<file path="src/hw/rtl/lcdsmt_pkg.sv">
package lcdsmt_pkg;

	localparam logic [8:0] LINE_CYCLES   = 9'd456;
	localparam logic [9:0] SEARCH_FROM   = 10'd376;
	localparam logic [9:0] TRANSFER_FROM = 10'd204;
	localparam logic [7:0] VBLANK_LINE   = 8'd144;
	localparam logic [7:0] LAST_LINE     = 8'd153;

	typedef enum logic [1:0] {
		MODE_HBLANK   = 2'd0,
		MODE_VBLANK   = 2'd1,
		MODE_SEARCH   = 2'd2,
		MODE_TRANSFER = 2'd3
	} mode_t;

	typedef enum logic [2:0] {
		REG_DISPLAY_ENABLE = 3'd0,
		REG_COMPARE_LINE   = 3'd1,
		REG_COINCIDENCE_IE = 3'd2,
		REG_SEARCH_IE      = 3'd3,
		REG_HBLANK_IE      = 3'd4
	} reg_idx_t;

	typedef struct packed {
		logic [5:0] elapsed_cycles;
		logic       draw_enable;
	} item_t;

	typedef struct packed {
		logic [7:0] current_line;
		logic [1:0] display_mode;
		logic       line_match;
		logic       status_irq;
		logic       vblank_irq;
		logic       draw_line;
	} result_t;

	typedef struct packed {
		logic       display_enable;
		logic [7:0] compare_line;
		logic       coincidence_irq_enable;
		logic       search_mode_irq_enable;
		logic       hblank_irq_enable;
	} cfg_t;

	typedef struct packed {
		logic [8:0] cnt;
		logic [7:0] line;
		mode_t      mode;
	} state_t;

endpackage

</file>
<file path="src/hw/rtl/lcdsmt_regs.sv">
module lcdsmt_regs
	import lcdsmt_pkg::*;
(
	input  logic        clk,
	input  logic        arst_n,
	input  logic        psel,
	input  logic        penable,
	input  logic        pwrite,
	input  logic [4:0]  paddr,
	input  logic [31:0] pwdata,
	output logic [31:0] prdata,
	output cfg_t        cfg
);

	cfg_t     cfg_q;
	reg_idx_t idx;
	logic     wr;

	assign idx = reg_idx_t'(paddr[4:2]);
	assign wr  = psel && penable && pwrite;
	assign cfg = cfg_q;

	always_ff @(posedge clk or negedge arst_n) begin
		if (!arst_n) begin
			cfg_q.display_enable         <= 1'b1;
			cfg_q.compare_line           <= 8'd0;
			cfg_q.coincidence_irq_enable <= 1'b0;
			cfg_q.search_mode_irq_enable <= 1'b0;
			cfg_q.hblank_irq_enable      <= 1'b0;
		end else if (wr) begin
			unique case (idx)
				REG_DISPLAY_ENABLE: cfg_q.display_enable         <= pwdata[0];
				REG_COMPARE_LINE:   cfg_q.compare_line           <= pwdata[7:0];
				REG_COINCIDENCE_IE: cfg_q.coincidence_irq_enable <= pwdata[0];
				REG_SEARCH_IE:      cfg_q.search_mode_irq_enable <= pwdata[0];
				REG_HBLANK_IE:      cfg_q.hblank_irq_enable      <= pwdata[0];
				default: ;
			endcase
		end
	end

	always_comb begin
		prdata = 32'd0;
		unique case (idx)
			REG_DISPLAY_ENABLE: prdata = {31'd0, cfg_q.display_enable};
			REG_COMPARE_LINE:   prdata = {24'd0, cfg_q.compare_line};
			REG_COINCIDENCE_IE: prdata = {31'd0, cfg_q.coincidence_irq_enable};
			REG_SEARCH_IE:      prdata = {31'd0, cfg_q.search_mode_irq_enable};
			REG_HBLANK_IE:      prdata = {31'd0, cfg_q.hblank_irq_enable};
			default:            prdata = 32'd0;
		endcase
	end

endmodule

</file>
<file path="src/hw/rtl/lcdsmt_step.sv">
module lcdsmt_step
	import lcdsmt_pkg::*;
(
	input  cfg_t    cfg,
	input  state_t  cur,
	input  item_t   item,
	output state_t  nxt,
	output result_t res
);

	logic signed [9:0] diff;
	logic [7:0]        line_inc;
	mode_t             mode;
	logic              want;
	logic              wrap;
	logic              vb;
	logic              draw;
	logic [7:0]        line_n;
	logic              match;

	always_comb begin
		diff     = $signed({1'b0, cur.cnt}) - $signed({4'd0, item.elapsed_cycles});
		line_inc = cur.line + 8'd1;
		want     = 1'b0;

		if (cur.line >= VBLANK_LINE) begin
			mode = MODE_VBLANK;
		end else if (diff >= $signed(SEARCH_FROM)) begin
			mode = MODE_SEARCH;
			want = cfg.search_mode_irq_enable;
		end else if (diff >= $signed(TRANSFER_FROM)) begin
			mode = MODE_TRANSFER;
		end else begin
			mode = MODE_HBLANK;
			want = cfg.hblank_irq_enable;
		end

		wrap   = diff[9] || (diff == 10'sd0);
		vb     = wrap && (line_inc == VBLANK_LINE);
		draw   = wrap && !vb && item.draw_enable && (line_inc < VBLANK_LINE);
		line_n = wrap ? ((cur.line == LAST_LINE) ? 8'd0 : line_inc) : cur.line;
		match  = (line_n == cfg.compare_line);

		if (!cfg.display_enable) begin
			nxt.cnt  = LINE_CYCLES;
			nxt.line = 8'd0;
			nxt.mode = MODE_HBLANK;
			res      = '0;
		end else begin
			nxt.cnt  = wrap ? LINE_CYCLES : diff[8:0];
			nxt.line = line_n;
			nxt.mode = vb ? MODE_VBLANK : mode;
			res.current_line = line_n;
			res.display_mode = nxt.mode;
			res.line_match   = match;
			res.status_irq   = (want && (cur.mode != mode))
				|| (match && cfg.coincidence_irq_enable);
			res.vblank_irq   = vb;
			res.draw_line    = draw;
		end
	end

endmodule

</file>
<file path="src/hw/rtl/lcd_scanline_mode_timing_unit.sv">
// Scanline mode timing for an LCD controller. Each request carries the cycles elapsed
// since the previous one and a draw permission flag; the block steps the per-line
// down-counter (reloaded from LINE_CYCLES, 154 lines), the line number and the display mode,
// and returns one result per request with line, mode, coincidence flag and the status,
// vblank and draw-line pulses. Throughput is one request per clock while the output is not
// stalled; a request is held in the input register, then goes through the update logic into
// the result register and the counter/line/mode state. Registers sit on a 32-bit APB port at
// byte offsets 0x00 (enable), 0x04 (compare line), 0x08 (coincidence irq enable), 0x0C (mode 2
// irq enable), 0x10 (mode 0 irq enable); write them only while no request is in flight.
module lcd_scanline_mode_timing_unit
	import lcdsmt_pkg::*;
(
	input  logic        clk,
	input  logic        arst_n,
	input  logic        item_valid,
	output logic        item_stall,
	input  item_t       item,
	output logic        result_valid,
	input  logic        result_stall,
	output result_t     result,
	input  logic        psel,
	input  logic        penable,
	input  logic        pwrite,
	input  logic [4:0]  paddr,
	input  logic [31:0] pwdata,
	output logic [31:0] prdata,
	output logic        pready
);

	cfg_t    cfg;
	logic    valid_s1;
	item_t   item_s1;
	state_t  state_q;
	state_t  state_nxt;
	result_t res_nxt;
	logic    valid_s2;
	result_t result_s2;
	logic    adv;
	logic    take;

	assign pready     = 1'b1;
	assign adv        = !valid_s2 || !result_stall;
	assign item_stall = valid_s1 && !adv;
	assign take       = item_valid && !item_stall;

	lcdsmt_regs u_regs (
		.clk     (clk),
		.arst_n  (arst_n),
		.psel    (psel),
		.penable (penable),
		.pwrite  (pwrite),
		.paddr   (paddr),
		.pwdata  (pwdata),
		.prdata  (prdata),
		.cfg     (cfg)
	);

	lcdsmt_step u_step (
		.cfg  (cfg),
		.cur  (state_q),
		.item (item_s1),
		.nxt  (state_nxt),
		.res  (res_nxt)
	);

	always_ff @(posedge clk or negedge arst_n) begin
		if (!arst_n) begin
			valid_s1 <= 1'b0;
		end else if (!item_stall) begin
			valid_s1 <= item_valid;
		end
	end

	always_ff @(posedge clk) begin
		if (take) begin
			item_s1 <= item;
		end
	end

	always_ff @(posedge clk or negedge arst_n) begin
		if (!arst_n) begin
			valid_s2      <= 1'b0;
			state_q.cnt   <= LINE_CYCLES;
			state_q.line  <= 8'd0;
			state_q.mode  <= MODE_HBLANK;
		end else if (adv) begin
			valid_s2 <= valid_s1;
			if (valid_s1) begin
				state_q <= state_nxt;
			end
		end
	end

	always_ff @(posedge clk) begin
		if (adv && valid_s1) begin
			result_s2 <= res_nxt;
		end
	end

	assign result_valid = valid_s2;
	assign result       = result_s2;

	a_line_range: assert property (@(posedge clk) disable iff (!arst_n)
		state_q.line <= LAST_LINE)
		else $error("line index out of range");

	a_cnt_range: assert property (@(posedge clk) disable iff (!arst_n)
		(state_q.cnt != 9'd0) && (state_q.cnt <= LINE_CYCLES))
		else $error("line cycle counter out of range");

	a_vblank_entry: assert property (@(posedge clk) disable iff (!arst_n)
		(result_valid && result.vblank_irq) |->
		(result.current_line == VBLANK_LINE && result.display_mode == MODE_VBLANK
		&& !result.draw_line))
		else $error("vblank pulse without vblank entry");

	a_stall_hold_s1: assert property (@(posedge clk) disable iff (!arst_n)
		(valid_s1 && !adv) |=> (valid_s1 && $stable(item_s1)))
		else $error("input stage lost a request under stall");

endmodule

</file>
<file path="config.mk">
export PLATFORM = sky130hd
export DESIGN_NAME = lcd_scanline_mode_timing_unit
export DESIGN_NICKNAME = d
export VERILOG_FILES = /design/src/hw/rtl/lcdsmt_pkg.sv /design/src/hw/rtl/lcdsmt_regs.sv /design/src/hw/rtl/lcdsmt_step.sv /design/src/hw/rtl/lcd_scanline_mode_timing_unit.sv
export SDC_FILE = /design/constraint.sdc
export NUM_CORES = 1
export LEC_CHECK = 0
export ABC_CLOCK_PERIOD_IN_PS = 7800
export CAP_MARGIN = 20
export CORE_ASPECT_RATIO = 2
export CORE_MARGIN = 2
export CORE_UTILIZATION = 55
export CTS_BUF_LIST = sky130_fd_sc_hd__clkbuf_2 sky130_fd_sc_hd__clkbuf_4 sky130_fd_sc_hd__clkbuf_8
export CTS_CLUSTER_DIAMETER = 50
export DETAILED_ROUTE_END_ITERATION = 16
export DONT_BUFFER_PORTS = 1
export GPL_TIMING_DRIVEN = 0
export PLACE_DENSITY = 0.71
export SYNTH_ARGS = -nofsm -noshare
export SYNTH_HDL_FRONTEND = slang
export SYNTH_SLANG_ARGS = --single-unit
</file>
<file path="constraint.sdc">
create_clock -name clk -period 7.8 [get_ports clk]
set_clock_uncertainty 0.1 [all_clocks]
set_input_delay 0.78 -clock clk [delete_from_list [all_inputs] [get_ports clk]]
set_output_delay 0.78 -clock clk [all_outputs]
set_load 0.01 [all_outputs]
</file>
**Word level (Yosys, flattened, before mapping)**

Index checks and enable logic that the tools add are counted.

- Bits of input ports: 51
- Register bits after elaboration: 54

- $lt $le $gt $ge: 4
- Equal/unequal tests: 8
- Multiplexer cells: 12
- Reductions and logical operators: 27
- Add/subtract/negate cells: 2

Operators with widths:

| cell | count |
|---|---|
| $pmux 8 s5 | 1 |
| $mux 19 | 1 |
| $eq 8x8->1 const B | 2 |
| $mux 8 | 2 |
| $reduce_and 2->1 | 6 |
| $logic_and 1x1->1 | 11 |
| $ge 10x10->1 const B | 1 |
| $ge 10x9->1 const B | 1 |
| $logic_not 10->1 | 1 |
| $sub 9x6->10 | 1 |
| $mux 9 | 1 |
| $add 8x1->8 const B | 1 |
| $eq 8x8->1 | 1 |
| $ge 8x8->1 const B | 1 |
| $lt 8x8->1 const B | 1 |
| $mux 2 | 4 |
| $eq 3x2->1 const B | 2 |
| $logic_not 1->1 | 5 |
| $eq 3x1->1 const B | 1 |
| $eq 3x3->1 const B | 1 |
| $logic_not 3->1 | 1 |
| $logic_or 1x1->1 | 3 |
| $mux 1 | 3 |
| $ne 2x2->1 | 1 |

**Logic depth before layout (Yosys ltp)**

- Depth in word-level cells: 8
- Mapped depth: 14

**Hierarchy**

From an unflattened synthesis, not the netlist that was laid out.

- Cell total of the unflattened synthesis: 350
- Area, all modules: 3691.0 µm²

By module, submodules not included:

| module | seq. area each (µm²) | instances | area an instance (µm²) | cells each |
|---|---|---|---|---|
| lcd_scanline_mode_timing_unit | 1161.1 | 1 | 1450.1 | 71 |
| lcdsmt_step | 0.0 | 1 | 1391.3 | 207 |
| lcdsmt_regs | 301.5 | 1 | 849.6 | 72 |

**Worst setup path after synthesis**

Ideal clock, no wire load.

- Path type: flip-flop to flip-flop
- Start: register state_q[10] (netlist bit)
- End: register result_s2, in the netlist result[2] (data pin)
- Buffers on the path: 0
- Slack: 4.328 ns
- Stages on the path, launching flop included: 14
- Required time: 7.444 ns
- Arrival: 3.117 ns
- Path through: dfrtp_1 > inv_1 > ha_1 > inv_1 > fa_1 > a21o_1 > a22o_1 > a221oi_2 > nor4b_4 > a31oi_4 > nor3b_1 > xnor3_1 > and2_1 > a41o_1

- Longest elaborated chain between the ends: 8
- Elaborated cells between the ends (all ways): 17
- Classes of those cells: add/sub (1); order compare (2); eq/ne (2); mux (7); reduce/logical (5)

Ends and longest elaborated chain:

| element | RTL line | RTL |
|---|---|---|
| start: declaration | lcd_scanline_mode_timing_unit.sv:33 | `state_t state_q;` |
| start signal: assignment | lcd_scanline_mode_timing_unit.sv:89 | `state_q <= state_nxt;` |
| $sub 9x6->10 * | lcdsmt_step.sv:22 | `diff = $signed({1'b0, cur.cnt}) - $signed({4'd0, item.elapsed_cycles});` |
| $ge 10x9->1 | lcdsmt_step.sv:31 | `end else if (diff >= $signed(TRANSFER_FROM)) begin` |
| $mux 2 | lcdsmt_step.sv:31 |  |
| $mux 2 | lcdsmt_step.sv:28 | `end else if (diff >= $signed(SEARCH_FROM)) begin` |
| $mux 2 | lcdsmt_step.sv:26 | `if (cur.line >= VBLANK_LINE) begin` |
| $ne 2x2->1 | lcdsmt_step.sv:56 | `res.status_irq = (want && (cur.mode != mode))` |
| $logic_and 1x1->1 | lcdsmt_step.sv:56 |  |
| $logic_or 1x1->1 * | lcdsmt_step.sv:57 | `\|\| (match && cfg.coincidence_irq_enable);` |
| end signal: assignment | lcd_scanline_mode_timing_unit.sv:96 | `result_s2 <= res_nxt;` |
| end: declaration | lcd_scanline_mode_timing_unit.sv:37 | `result_t result_s2;` |

Every way passes the cells marked *; elsewhere a longest branch is shown, timed or not.
A chain may end at the register's enable or synchronous reset.

**Worst setup path in the final report**

Ends and elaborated chain as after synthesis.

==> flow_metrics.tcl <==
set metrics [dict create \
    drive_above_1_share 0.170 \
    worstPathRequired_ps 7800 \
    synth_area_um2 3610 \
    cts-root-buf "sky130_fd_sc_hd__clkbuf_8" \
    worst_slack_ps 3830 \
    wire_per_inst_um 16.5 \
    nFillCells 557 \
    fp.dieArea_um2 7270 \
    tightestPinTransition_ps 854 \
    globalplace.congestion 0.927 \
    grt_pass1_wl_mm 13.0 \
    power.switching_fraction 0.357 \
    critPathCaptureType "flip-flop" \
    hold_ws_ps 22.4 \
    max_cap_viol_count 0 \
    yosysSeqAreaShare 0.405 \
    drt.antenna.violating_nets 0 \
    final_hold_viol_count 0 \
    startpoint_type "flip-flop" \
    placed_area_um2 3830 \
    viasPerCell 5.62 \
    postCtsSetupBuffers 0 \
    io_buffer_count 0 \
    grt_antenna_before_repair 0 \
    finalSetupTns_ps 0 \
    run_status "finished clean" \
    drt_drc_violations_left 0 \
    critical_path_peak_fanout 10 \
    area_taken_by_multi_input_logic_gates_um2 1900 \
    register_area_um2 1460 \
    synthFlopType "sky130_fd_sc_hd__dfrtp_1" \
    cts_resized 0 \
    globalRoute.totalOverflow 0 \
    r2r_cells 14 \
    drt_pre_antenna_iters 4 \
    leakagePower_uw 0.00164 \
    syn_to_final_growth_pct 8.84 \
    pin_count 100 \
    grt_pass1_vias 2759 \
    timing.setup.critical_path_class "flip-flop to flip-flop" \
    irDropWorstVdd_mv 0.146 \
    rsz0062_at_grt "no" \
    netSwitchingPower_uw 289 \
    critical_path.startpoint "state_q[10]$_DFFE_PN0P_" \
    cts_buffers 5 \
    critical_path_arrival_ps 3970 \
    die-width_um 61.3 \
    clock_power_share 0.213 \
    hold_bufs_inserted_after_cts 0 \
    num_antenna_cells 0 \
    h-tree-depth 2 \
    clock-sinks 54 \
    critical-path-slowest-cell "sky130_fd_sc_hd__a221oi_2" \
    p_int_uw 519 \
    timing.final.crit_share 0.510 \
    final_nets 468 \
    placeableCoreArea_um2 6310 \
    hold_class "primary input to asynchronous set/reset pin" \
    crit_path_cell_trace "inv_1 -> ha_1 -> inv_1 -> fa_1 -> a21o_1 -> a22o_1 -> a221oi_2 -> nor4b_4 -> a31oi_4 -> buf_2 -> nor3_1 -> o21bai_1 -> nor4b_2 -> a41o_1" \
    postSynthRegisterBits 54 \
    syn-instance-count 375 \
    cts_buffer_depth 2 \
    power_per_cell_area_nw_per_um2 206 \
    synth_async_reset_ratio 0.611 \
    layout_min_cycle_time_ps 3970 \
    largest_incremental_delay_on_the_critical_path_ps 440 \
    tritoncts "built" \
    synth_enable_flop_cells 21 \
    critical_path.n_buffers_inverters 3 \
    worstReg2RegStart "state_q[10]$_DFFE_PN0P_" \
    dp_slack_ps 3820 \
    drt-total-wl_mm 8.13 \
    dieHeight_um 119 \
    finalInstanceArea_um2 3930 \
    clk_pin_slew_worst_paths_ps 110 \
    relSlewSlack 0.427 \
    max_clock_freq_ghz 0.252 \
    yosysWarningCount 0 \
    yosys.cell_types.count 63 \
    finalSetupViolations 0 \
    yosysTopAreaCell "sky130_fd_sc_hd__dfrtp_1" \
    drt_iter0_markers 138 \
    grt_start_max_net_pins 34 \
    detailroute.via_count 2770 \
    timing.critical_path.mode_cell "sky130_fd_sc_hd__inv_1" \
    worst-path-stages 14 \
    p_comb_frac 0.339 \
    groute.usage.overall 0.244 \
    worstSkewPairLatency_ps 330 \
    cell_rows 41 \
    seqPwrFrac 0.449 \
    grtUsageMet1 0.242 \
    dp_hpwl_mm 6.35 \
    synth_area_per_cell_um2 9.63 \
    slew_viol_final 0 \
    synth.top_cell.area_share 0.194 \
    yosys-top-cells-area "sky130_fd_sc_hd__dfrtp_1, sky130_fd_sc_hd__edfxtp_1, sky130_fd_sc_hd__buf_4" \
    cpLargestDelayFamily "compound AO/OA/AOI/OAI gates" \
    use_met2 0.440 \
    global_route.usage.met3 0.0405 \
    initial_core_util 0.572 \
    grt-busiest-layer "met2" \
]
area by class of cell:
type                       instances  area share
clock buffer                       5      0.0175
timing repair buffer               1     0.00701
buffer                            39      0.0627
clock inverter                     3     0.00732
sequential                        54       0.372
multi-input combinational        281       0.483
inverter                          24      0.0229
tap                               86      0.0274
synth_stat cells (all sizes together) (6+ instances only):
| cell | number |
|---|---|
| a21oi | 16 |
| and2 | 14 |
| buf | 31 |
| clkbuf | 8 |
| dfrtp | 28 |
| edfxtp | 21 |
| ha | 10 |
| inv | 24 |
| mux2 | 16 |
| nand2 | 27 |
| nand2b | 6 |
| nand3 | 10 |
| nor2 | 31 |
| nor3 | 13 |
| o21ai | 15 |
| xnor2 | 10 |
power by group through the flow:
stage	logic (uW)	clock network, uW	registers (uW)
final	274	172	362
after global routing	301	184	368
after CTS	273	176	363
after detailed placement	272	0	369
after global placement	265	0	368
after floorplan	218	0	360
cells by family after synthesis:
| group | count (synthesis) | share of synthesized area |
|---|---|---|
| fa+ha+maj | 11 | 0.0402 |
| xor+xnor | 16 | 0.0464 |
| simple gates | 128 | 0.185 |
| other cells | 2 | 0.00208 |
| buf+inv | 63 | 0.0932 |
| flops | 54 | 0.405 |
| mux | 19 | 0.0617 |
| compound gates | 82 | 0.166 |
routing by layer:
metal,vias up,share of wire,wire length [um]
met5,-,0,0
met3,24,0.042,345
li1,1349,-,-
met2,90,0.57,4650
met1,1307,0.34,2800
met4,0,0.041,335
state kept, by name, summed over array words and instances (netlist names):
name          flops
state_q          19
result           14
u_regs.cfg       12
item_s1           7
result_valid      1
valid_s1          1
layout by cell type (no fill, tap or decap), drive strengths merged, types with 13 or more instances in the layout:
master,instances
a21oi,16
and2,14
buf,32
clkbuf,13
conb,25
dfrtp,28
edfxtp,21
inv,25
mux2,16
nand2,27
nor2,31
nor3,13
o21ai,15
final timing paths:
check / end / slack [ps]
hold reg to reg: state_q[1]$_DFFE_PN0P_ / 390
max in group asynchronous: state_q[16]$_DFFE_PN1P_ / 7380
hold / removal: result_valid$_DFFE_PN0N_ / 20
setup reg to reg: result[2]$_SDFFCE_PN0P_ / 3830
min in group clk: state_q[1]$_DFFE_PN0P_ / 390
setup / recovery: result[2]$_SDFFCE_PN0P_ / 3830
through the flow:
step | std cells | power [uW] | util
finish | 493 | 808 | 0.623
global route | 493 | 853 | 0.623
CTS | 493 | 812 | 0.623
detailed placement | 485 | 640 | 0.607
global placement | 484 | 632 | 0.603
floorplan | 398 | 578 | -
Power figures use the tool's default switching activity.
